$ cat src/folc_pkg.sv
// Shared types and constants for the fixed-capacity ordered list core.
// No dependencies; imported by the cell, the top level and the checker.
package folc_pkg;

    localparam int POS_W   = 5;
    localparam int VAL_W   = 32;
    localparam int FIDX_W  = 4;
    localparam int CNT_O_W = 5;
    localparam int LIM_W   = 5;
    localparam logic [LIM_W-1:0] LIMIT_RESET = 5'd16;

    typedef enum logic [2:0] {
        MODE_INSERT = 3'd0,
        MODE_REMOVE = 3'd1,
        MODE_GET    = 3'd2,
        MODE_FIND   = 3'd3,
        MODE_CLEAR  = 3'd4
    } t_mode;

    typedef enum logic [1:0] {
        ST_IDLE,
        ST_EXEC,
        ST_PACK
    } t_state;

    typedef struct packed {
        logic [2:0]       mode;
        logic [POS_W-1:0] position;
        logic [VAL_W-1:0] element_value;
    } t_cmd;

    typedef struct packed {
        logic               ok;
        logic [VAL_W-1:0]   read_value;
        logic [FIDX_W-1:0]  found_index;
        logic [CNT_O_W-1:0] item_count;
        logic               full_res;
        logic               empty_res;
        logic [VAL_W-1:0]   first_value;
        logic [VAL_W-1:0]   last_value;
    } t_result;

    typedef struct packed {
        logic insert_en;
        logic remove_en;
        logic find_en;
    } t_cell_ctl;

endpackage

$ cat src/fixed_capacity_ordered_list_core.sv
// Fixed-capacity ordered list core: a row of DEPTH slot cells plus control.
// Each accepted beat runs an execute step (shift/compare in all cells), then an encode step
// (first match, last), then the result strobe; a new beat is taken only while not busy.
// The receiver cannot stall: each result is shown for exactly one cycle.
// Reset (synchronous, active low) empties the list and sets the capacity limit to 16;
// entry contents are not cleared and are never read above the count.
module fixed_capacity_ordered_list_core #(
    parameter int DEPTH      = 16,
    parameter int ELEM_WIDTH = 32
) (
    input  logic                     i_clk,
    input  logic                     i_rst_n,
    input  logic                     start,
    output logic                     busy,
    input  folc_pkg::t_cmd           i_cmd,
    input  logic                     i_cfg_we,
    input  logic [folc_pkg::LIM_W-1:0] i_cfg_data,
    output logic                     o_valid,
    output folc_pkg::t_result        o_res
);
    import folc_pkg::*;

    // count must hold DEPTH itself; compares run at the wider of count and position
    localparam int CNT_W = $clog2(DEPTH + 1);
    localparam int IDX_W = (DEPTH > 1) ? $clog2(DEPTH) : 1;
    localparam int CMP_W = (CNT_W > POS_W) ? CNT_W : POS_W;
    localparam logic [CMP_W-1:0] DEPTH_X = CMP_W'(DEPTH);

    // ---------------------------------------------------------------
    // control registers
    // ---------------------------------------------------------------
    t_state             r_state, n_state;
    t_cmd               r_cmd;
    logic [LIM_W-1:0]   r_limit;
    logic [CNT_W-1:0]   r_count, n_count;
    logic               r_op_ok, n_op_ok;
    logic [VAL_W-1:0]   r_rd, n_rd;
    logic               r_valid, n_valid;
    t_result            r_res, n_res;

    // ---------------------------------------------------------------
    // cell row wiring
    // ---------------------------------------------------------------
    t_cell_ctl              cell_ctl;
    logic [ELEM_WIDTH-1:0]  cell_val  [DEPTH];
    logic [ELEM_WIDTH-1:0]  cell_read [DEPTH];
    logic [ELEM_WIDTH-1:0]  cell_last [DEPTH];
    logic [DEPTH-1:0]       cell_match;
    logic [ELEM_WIDTH-1:0]  key;
    logic [63:0]            key_wide;

    logic [CMP_W-1:0] pos_x, cnt_x, lim_x, last_pos;
    logic             ins_ok, rd_ok, exec;

    assign busy = (r_state != ST_IDLE);
    assign exec = (r_state == ST_EXEC);

    // keep the value in ELEM_WIDTH bits
    assign key_wide = {32'b0, r_cmd.element_value};
    assign key      = key_wide[ELEM_WIDTH-1:0];

    assign pos_x    = CMP_W'(r_cmd.position);
    assign cnt_x    = CMP_W'(r_count);
    // a limit above the built depth clamps to the depth
    assign lim_x    = (CMP_W'(r_limit) > DEPTH_X) ? DEPTH_X : CMP_W'(r_limit);
    assign last_pos = cnt_x - CMP_W'(1);

    assign ins_ok = (pos_x <= cnt_x) && (cnt_x < lim_x) && (cnt_x < DEPTH_X);
    assign rd_ok  = (pos_x < cnt_x);

    always_comb begin
        cell_ctl.insert_en = exec && (r_cmd.mode == MODE_INSERT) && ins_ok;
        cell_ctl.remove_en = exec && (r_cmd.mode == MODE_REMOVE) && rd_ok;
        cell_ctl.find_en   = exec && (r_cmd.mode == MODE_FIND);
    end

    genvar g;
    generate
        for (g = 0; g < DEPTH; g++) begin : g_cell
            logic [ELEM_WIDTH-1:0] left_val, right_val;
            if (g == 0) begin : g_first
                assign left_val = '0;
            end else begin : g_mid_l
                assign left_val = cell_val[g-1];
            end
            if (g == DEPTH - 1) begin : g_end
                assign right_val = '0;
            end else begin : g_mid_r
                assign right_val = cell_val[g+1];
            end

            folc_cell #(
                .IDX        (g),
                .ELEM_WIDTH (ELEM_WIDTH),
                .CMP_W      (CMP_W)
            ) u_cell (
                .i_clk      (i_clk),
                .i_ctl      (cell_ctl),
                .i_pos      (pos_x),
                .i_cnt      (cnt_x),
                .i_last_pos (last_pos),
                .i_key      (key),
                .i_left     (left_val),
                .i_right    (right_val),
                .o_value    (cell_val[g]),
                .o_read     (cell_read[g]),
                .o_last     (cell_last[g]),
                .o_match    (cell_match[g])
            );
        end
    endgenerate

    // ---------------------------------------------------------------
    // reductions over the row: at most one cell drives each bus
    // ---------------------------------------------------------------
    logic [ELEM_WIDTH-1:0] read_or, last_or;
    logic [IDX_W-1:0]      first_hit;
    logic [63:0]           read_wide, last_wide, first_wide;

    always_comb begin
        read_or   = '0;
        last_or   = '0;
        first_hit = '0;
        for (int i = 0; i < DEPTH; i++) begin
            read_or = read_or | cell_read[i];
            last_or = last_or | cell_last[i];
        end
        // lowest matching slot wins
        for (int i = DEPTH - 1; i >= 0; i--) begin
            if (cell_match[i]) begin
                first_hit = IDX_W'(i);
            end
        end
    end

    assign read_wide  = 64'(read_or);
    assign last_wide  = 64'(last_or);
    assign first_wide = 64'(cell_val[0]);

    // ---------------------------------------------------------------
    // sequencer: accept -> execute -> pack result
    // ---------------------------------------------------------------
    always_comb begin
        n_state = r_state;
        n_count = r_count;
        n_op_ok = r_op_ok;
        n_rd    = r_rd;
        n_valid = 1'b0;
        n_res   = r_res;

        case (r_state)
            ST_IDLE: begin
                if (start) begin
                    n_state = ST_EXEC;
                end
            end
            ST_EXEC: begin
                // cells shift or compare on this edge; settle count and read data
                n_op_ok = 1'b0;
                n_rd    = '0;
                case (r_cmd.mode)
                    MODE_INSERT: begin
                        if (ins_ok) begin
                            n_count = r_count + CNT_W'(1);
                            n_op_ok = 1'b1;
                        end
                    end
                    MODE_REMOVE: begin
                        if (rd_ok) begin
                            n_count = r_count - CNT_W'(1);
                            n_op_ok = 1'b1;
                            n_rd    = read_wide[VAL_W-1:0];
                        end
                    end
                    MODE_GET: begin
                        if (rd_ok) begin
                            n_op_ok = 1'b1;
                            n_rd    = read_wide[VAL_W-1:0];
                        end
                    end
                    MODE_CLEAR: begin
                        n_count = '0;
                        n_op_ok = 1'b1;
                    end
                    default: begin
                        // find settles in the pack step; unused modes do nothing
                    end
                endcase
                n_state = ST_PACK;
            end
            ST_PACK: begin
                n_valid           = 1'b1;
                n_res.ok          = (r_cmd.mode == MODE_FIND) ? (|cell_match) : r_op_ok;
                n_res.read_value  = r_rd;
                n_res.found_index = ((r_cmd.mode == MODE_FIND) && (|cell_match))
                                    ? FIDX_W'(first_hit) : '0;
                n_res.item_count  = CNT_O_W'(r_count);
                n_res.full_res    = (cnt_x >= lim_x);
                n_res.empty_res   = (r_count == '0);
                n_res.first_value = (r_count == '0) ? '0 : first_wide[VAL_W-1:0];
                n_res.last_value  = (r_count == '0) ? '0 : last_wide[VAL_W-1:0];
                n_state           = ST_IDLE;
            end
            default: begin
                n_state = ST_IDLE;
            end
        endcase
    end

    always_ff @(posedge i_clk) begin
        if (!i_rst_n) begin
            r_state <= ST_IDLE;
            r_count <= '0;
            r_limit <= LIMIT_RESET;
            r_valid <= 1'b0;
            r_op_ok <= 1'b0;
        end else begin
            r_state <= n_state;
            r_count <= n_count;
            r_valid <= n_valid;
            r_op_ok <= n_op_ok;
            if (i_cfg_we) begin
                r_limit <= i_cfg_data;
            end
        end
    end

    // payload: hold the command beat, the read data and the result
    always_ff @(posedge i_clk) begin
        if (start && !busy) begin
            r_cmd <= i_cmd;
        end
        r_rd  <= n_rd;
        r_res <= n_res;
    end

    assign o_valid = r_valid;
    assign o_res   = r_res;

endmodule

$ cat src/folc_cell.sv
// One slot of the ordered list: holds an entry, shifts with its neighbors.
// Depends on folc_pkg for the control struct.
module folc_cell #(
    parameter int IDX        = 0,
    parameter int ELEM_WIDTH = 32,
    parameter int CMP_W      = 5
) (
    input  logic                      i_clk,
    input  folc_pkg::t_cell_ctl       i_ctl,
    input  logic [CMP_W-1:0]          i_pos,
    input  logic [CMP_W-1:0]          i_cnt,
    input  logic [CMP_W-1:0]          i_last_pos,
    input  logic [ELEM_WIDTH-1:0]     i_key,
    input  logic [ELEM_WIDTH-1:0]     i_left,
    input  logic [ELEM_WIDTH-1:0]     i_right,
    output logic [ELEM_WIDTH-1:0]     o_value,
    output logic [ELEM_WIDTH-1:0]     o_read,
    output logic [ELEM_WIDTH-1:0]     o_last,
    output logic                      o_match
);
    import folc_pkg::*;

    localparam logic [CMP_W-1:0] MY_IDX = CMP_W'(IDX);

    logic [ELEM_WIDTH-1:0] r_value, n_value;
    logic                  r_match, n_match;

    always_comb begin
        n_value = r_value;
        if (i_ctl.insert_en) begin
            if (MY_IDX > i_pos) begin
                n_value = i_left;
            end else if (MY_IDX == i_pos) begin
                n_value = i_key;
            end
        end else if (i_ctl.remove_en) begin
            if (MY_IDX >= i_pos) begin
                n_value = i_right;
            end
        end
        // only slots below the count take part in a search
        n_match = i_ctl.find_en && (MY_IDX < i_cnt) && (r_value == i_key);
    end

    always_ff @(posedge i_clk) begin
        r_value <= n_value;
        r_match <= n_match;
    end

    assign o_value = r_value;
    assign o_match = r_match;
    assign o_read  = (MY_IDX == i_pos) ? r_value : '0;
    assign o_last  = (MY_IDX == i_last_pos) ? r_value : '0;

endmodule

$ cat config.mk
export PLATFORM = sky130hd
export DESIGN_NAME = fixed_capacity_ordered_list_core
export DESIGN_NICKNAME = d
export VERILOG_FILES = /design/src/folc_pkg.sv /design/src/fixed_capacity_ordered_list_core.sv /design/src/folc_cell.sv
export SDC_FILE = /design/constraint.sdc
export NUM_CORES = 2
export LEC_CHECK = 0
export BUFFER_PORTS_ARGS = -buffer_cell sky130_fd_sc_hd__clkbuf_2
export CAP_MARGIN = 20
export CORE_AREA = 5 5 382 384
export CTS_BUF_LIST = sky130_fd_sc_hd__clkbuf_16
export DETAILED_ROUTE_END_ITERATION = 7
export DIE_AREA = 0 0 387 389
export PLACE_DENSITY = 0.56
export RECOVER_POWER = 50
export SLEW_MARGIN = 20
export SYNTH_ARGS = -nofsm -noshare
export SYNTH_HDL_FRONTEND = slang
export SYNTH_HIERARCHICAL = 1
export SYNTH_SLANG_ARGS = --single-unit
$ cat constraint.sdc
create_clock -name i_clk -period 15.8 [get_ports i_clk]
set_input_delay 3.16 -clock i_clk [delete_from_list [all_inputs] [get_ports i_clk]]
set_output_delay 3.16 -clock i_clk [all_outputs]
set_load 0.03 [all_outputs]
# Yosys cells after proc, flatten, opt, wreduce, memory -nomap -nowiden
# Index checks and enable logic that the tools add are counted.
[op_classes]
add_sub_neg = 2
n_lt_le_gt_ge = 54
eq_ne = 71
mux = 138
bitwise = 31
n_reduce_logical = 90
[ops]
columns = ["cell", "n"]
rows = [
  ["32-bit 2-to-1 mux", 112],
  ["32-bit bitwise OR", 30],
  ["32-bit == test", 16],
  ["4-bit by 5-bit == test with 1-bit output (first input constant)", 16],
  ["3-bit by 1-bit != test with 1-bit output (second input constant)", 16],
  ["3-bit AND reduction", 16],
  ["1-bit logical AND", 41],
  ["3-bit by 5-bit == test with 1-bit output (first input constant)", 8],
  ["4-bit by 5-bit >= comparator with 1-bit output (first input constant)", 8],
  ["4-bit by 5-bit greater-than comparator with 1-bit output (first input constant)", 8],
  ["4-bit by 5-bit < comparator with 1-bit output (first input constant)", 8],
  ["2-bit nonzero test", 18],
  ["4-bit 2-to-1 mux", 8],
  ["2-bit by 5-bit == test with 1-bit output (first input constant)", 4],
  ["3-bit by 5-bit >= comparator with 1-bit output (first input constant)", 4],
  ["3-bit by 5-bit greater-than comparator with 1-bit output (first input constant)", 4],
  ["3-bit by 5-bit < comparator with 1-bit output (first input constant)", 4],
  ["16-bit OR reduction", 1],
  ["5-bit zero test", 3],
  ["5-bit 2-to-1 mux", 3],
  ["5-bit case mux with 3 select lines", 1],
  ["3-bit 2-to-1 mux", 4],
  ["1-bit by 5-bit == test with 1-bit output (first input constant)", 2],
  ["1-bit by 5-bit >= comparator with 1-bit output (first input constant)", 2],
  ["33 further kinds", 49],
]
[totals]
ff_bits = 722
input_bits = 49
output_inout_bits = 110
elab_cells = 438

# Logic depth before layout (Yosys ltp)
[depth]
depth_word = 18
depth_mapped = 12
depth_no_buf = 10

# Cells and area by module
# The synthesis kept the hierarchy.
[by_module_without_submodules]
columns = ["mod", "n_inst", "cells_per_inst", "area_each_um2", "seq_area_each_um2"]
rows = [
  ["fixed_capacity_ordered_list_core", 1, 791, 9696.8, 5685.5],
  ["folc_cell at g_cell[12].u_cell", 1, 260, 2546.2, 980.9],
  ["folc_cell at g_cell[8].u_cell", 1, 262, 2534.9, 980.9],
  ["folc_cell at g_cell[1].u_cell", 1, 263, 2523.7, 980.9],
  ["folc_cell at g_cell[4].u_cell", 1, 263, 2521.2, 980.9],
  ["folc_cell at g_cell[13].u_cell", 1, 262, 2518.7, 980.9],
  ["folc_cell at g_cell[7].u_cell", 1, 262, 2507.4, 980.9],
  ["folc_cell at g_cell[10].u_cell", 1, 262, 2497.4, 980.9],
  ["folc_cell at g_cell[11].u_cell", 1, 264, 2494.9, 980.9],
  ["folc_cell at g_cell[14].u_cell", 1, 260, 2494.9, 980.9],
  ["folc_cell at g_cell[15].u_cell", 1, 260, 2491.1, 980.9],
  ["folc_cell at g_cell[6].u_cell", 1, 260, 2486.1, 980.9],
  ["folc_cell at g_cell[3].u_cell", 1, 262, 2484.9, 980.9],
  ["folc_cell at g_cell[2].u_cell", 1, 260, 2482.4, 980.9],
  ["3 more rows", "--", "--", "--", "--"],
]

# Worst setup path after synthesis
# No wires, ideal clock.
[synth_path]
path_type = "reg-to-reg"
start = "reg r_cmd, in the netlist pos_x[4]"
end = "reg g_cell[13].u_cell.r_value[0] (enable)"
setup_ps = 480
t_arrival_ps = 6883
t_required_ps = 15320
path_slack_ps = 8437
stages_incl_launch_ff = 9
n_path_buf = 1
period_less_slack_ps = 7363
path_cell_list = "edfxtp_1 > ha_1 > and3_4 > a211oi_2 > a32oi_1 > nor3_1 > clkbuf_1 > nor2_1 > a311oi_1"
[synth_rtl]
columns = ["item", "line_no", "source"]
rows = [
  ["start, declared", "fixed_capacity_ordered_list_core.sv:33", "t_cmd r_cmd;"],
  ["start signal, assigned", "fixed_capacity_ordered_list_core.sv:231", "r_cmd <= i_cmd;"],
  ["end signal, assigned", "folc_cell.sv:46", "r_value <= n_value;"],
  ["end, declared", "folc_cell.sv:25", "logic [ELEM_WIDTH-1:0] r_value, n_value;"],
]

==> results.py <==
metrics = {
    "global_routing": {
        "antenna_found_initial": 12,
        "grtUsageTotal_pct": 25.22,
        "grt_pass1_wl_um": 277700,
        "grt_pass1_vias": 36614,
        "grt_max_degree": 251,
        "grt.met2_usage_pct": 37.27,
        "overflow": 0,
        "use_met1_pct": 35.85,
        "grt_use_met3_pct": 5.731,
        "busiest_layer": "met2",
    },
    "critical_path": {
        "rr_startpoint": "cnt_x[4]$_SDFFE_PN0P_",
        "arrival_ps": 8370,
        "worstRegToRegCells": 8,
        "cp-end-kind": "flip-flop",
        "critical_path.endpoint": "g_cell[3].u_cell/o_value[15]$_DFFE_PP_",
        "crit_chain": "clkbuf_1 -> ha_1 -> a21oi_1 -> o211ai_1 -> nor3_1 -> clkbuf_1 -> nor2_1 -> nor2_1",
        "worst_r2r_endpoint": "g_cell[3].u_cell/o_value[15]$_DFFE_PP_",
        "cp_top_family": "buffers and inverters",
        "worstSetupStartpointType": "flip-flop",
        "slowest_delay_ps": 2420,
        "path_depth": 8,
        "cp_max_fo": 73,
        "crit_required_ps": 16060,
        "reg2reg_slack_ps": 7690,
        "timing_worst_setup_path_type": "reg -> reg",
        "slowest_stage": "nor2_1",
        "crit_buf_inv": 2,
        "crit_start": "cnt_x[4]$_SDFFE_PN0P_",
    },
    "clocking": {
        "path_clk_slew_ps": 60,
        "clockBufferDepth": 3,
        "cts_resized": 0,
        "cts_buffers": 91,
        "cts.sinks": 722,
        "clockRootBuffer": "clkbuf_16",
        "post_cts_buffers": 0,
        "cts_hold_buffers": 0,
        "cts_htree_levels": 3,
        "cts_tree": "built",
        "clk_latency_ps": 740,
    },
    "detailed_routing": {
        "drt-total-wl_um": 198500,
        "drt_iter0_drc": 4965,
        "wl_per_cell_um": 28.19,
        "drcViolationCount": 0,
        "dr.pass1.iters": 6,
        "ant_nets": 0,
        "vias": 39241,
        "vias_per_cell": 5.572,
    },
    "power": {
        "p_comb_share_pct": 11.1,
        "cellLeakagePower_nw": 20.22,
        "ir_worst_vdd_uv": 72.67,
        "seq_power_share_pct": 44.0,
        "internal_power_mw": 3.517,
        "finalPower_mw": 4.822,
        "p_clk_share_pct": 45.0,
        "p_sw_share_pct": 27.07,
        "p_switching_mw": 1.305,
        "powerDensity_mw_per_mm2": 87.48,
    },
    "timing": {
        "drv_slew": 646,
        "fin_tns_setup_ps": 0,
        "slew_headroom_pct": -350.2,
        "whs_ps": 408.4,
        "min_period_over_period_pct": 51.32,
        "skew_ps": 30.18,
        "worst_slack_ps": 7691,
        "setup_violations": 0,
        "rsz0062_at_grt": "no",
        "timing.fmax_ghz": 0.1233,
        "hold_violations": 0,
        "layout_min_cycle_time_ps": 8109,
        "tightestPinTransition_ps": 6753,
    },
    "place": {
        "pre_cts_ws_ps": 10330,
        "dpl.hpwl_um": 144900,
        "placed_cell_area_mm2": 0.05224,
        "place.gp.congestion": 0.9764,
        "portBuffers": 158,
        "placedCellCount": 6863,
    },
    "final_layout": {
        "final_cell_mix": "903 x and2_1, 692 x edfxtp_1, 550 x nor2_1, 467 x xor2_1, 465 x a21oi_1",
        "drive_gt1_share_pct": 9.741,
        "multi_input_area_mm2": 0.02672,
        "stdcell_count": 7043,
        "area_growth_pct": 11.43,
        "fill_cells": 14159,
        "regArea_mm2": 0.02138,
        "final_common_cell": "and2_1",
        "nets": 5116,
        "fin_util_pct": 38.70,
        "post-route-cell-area_mm2": 0.05512,
    },
    "logic_synthesis": {
        "synth_edf_count": 692,
        "avgSynthCellArea_um2": 10.01,
        "async_reset_ff_share_pct": 0,
        "syn_area_mm2": 0.04947,
        "synth_seq_cells": 722,
        "synth_cell_type_count": 89,
        "ys_warn_count": 6,
        "synth-seq-area-share_pct": 43.22,
        "syn_inst": 4942,
        "synth_ff_type": "edfxtp_1",
    },
    "die": {
        "die-area_mm2": 0.1505,
        "fp.dieW_um": 387,
        "io_pins": 159,
        "initial_core_util_pct": 34.73,
        "core_mm2": 0.1424,
        "die_h_um": 389,
        "std_cell_rows": 139,
    },
    "job": {
        "cap_violations": 16,
    },
    "run_status": {
        "violations": "max-capacitance violations, max-slew violations",
        "outcome": "complete, but fails checks",
    },
    "min_path": {
        "min_path_type": "reg -> reg",
    },
}
==> final cells by class <==
cell class              count  share of cell area [%]
diodes                      7                 0.03178
clock inverters            79                   1.253
inverters                  16                  0.1090
well taps                1903                   4.319
flip-flops and latches    722                   38.79
clock buffers              93                   4.222
multi-input cells        3950                   48.47
repair buffers            273                   2.810
==> worst min path at each step <==
stage | startpoint | end | slack [ps] | cells after the start
6_report | r_rd[0]$_SDFFCE_PN0P_ | o_res[75]$_DFFE_PP_ | 410 | 0
5_1_grt | r_rd[8]$_SDFFCE_PN0P_ | o_res[83]$_DFFE_PP_ | 420 | 0
4_1_cts | r_rd[0]$_SDFFCE_PN0P_ | o_res[75]$_DFFE_PP_ | 410 | 0
3_5_place_dp | r_rd[0]$_SDFFCE_PN0P_ | o_res[75]$_DFFE_PP_ | 400 | 0
3_3_place_gp | r_rd[0]$_SDFFCE_PN0P_ | o_res[75]$_DFFE_PP_ | 400 | 0
2_1_floorplan | r_rd[25]$_SDFFCE_PN0P_ | o_res[100]$_DFFE_PP_ | 400 | 0
==> sequential cells by signal, indices dropped and copies added (netlist names), 3 cells and up <==
signal                 flops
r_limit                    5
g_cell.u_cell/o_match     16
o_res                    108
r_cmd                      3
key                       32
cnt_x                      5
pos_x                      5
g_cell.u_cell/o_value    512
r_rd                      32
==> Yosys cell counts, types with 9 or more instances <==
cell type,instances,area (µm²)
a21oi_1,466,2332
a31oi_1,34,212.7
and2_1,904,5655
and2_2,26,195.2
and3_1,91,569.3
and4_1,64,560.5
buf_1,14,52.55
buf_12,12,240.2
buf_2,12,60.06
buf_6,24,270.3
buf_8,18,270.3
clkbuf_1,195,732.0
dfxtp_1,30,600.6
edfxtp_1,692,20780
ha_1,13,162.7
inv_1,16,60.06
mux2_2,32,360.4
mux2i_1,454,4544
nand2_1,82,307.8
nand2b_1,11,68.82
nand3_1,24,120.1
nand4_1,28,175.2
nor2_1,565,2121
nor2_4,34,382.9
nor2b_1,39,244.0
nor3_1,27,135.1
nor4_1,377,2359
o22a_1,9,78.83
xnor2_1,49,429.2
xor2_1,467,4090
==> kinds of logic (layout without fill, tap and decap cells) <==
kind of cell	Yosys count	count (layout)	share of synthesized area, %
other	1	39	0.007581
DFF	722	722	43.22
AOI/OAI and AO/OA	574	574	6.531
xor gates and xnor gates	516	516	9.136
and+or+nand+nor	2329	2329	27.31
muxes	486	486	9.915
buffers and inverters	301	461	3.551
adders and majority gates	13	13	0.3288
==> power by group through the flow <==
stage          registers [mW]  logic, mW  clock network (mW)
2_1_floorplan            2.21      0.289                   0
3_3_place_gp             2.16      0.526                   0
3_5_place_dp             2.16      0.529                   0
4_1_cts                  2.12      0.530                2.22
5_1_grt                  2.12      0.557                2.29
6_report                 2.12      0.534                2.17
==> layer usage <==
| layer | wire (µm) | vias up |
|---|---|---|
| met1 | 86540 | 19036 |
| met2 | 84490 | 1904 |
| met5 | 13 | - |
| met4 | 8572 | 2 |
| li1 | - | 18036 |
| met3 | 18900 | 263 |
(Power assumes the default switching activity.)
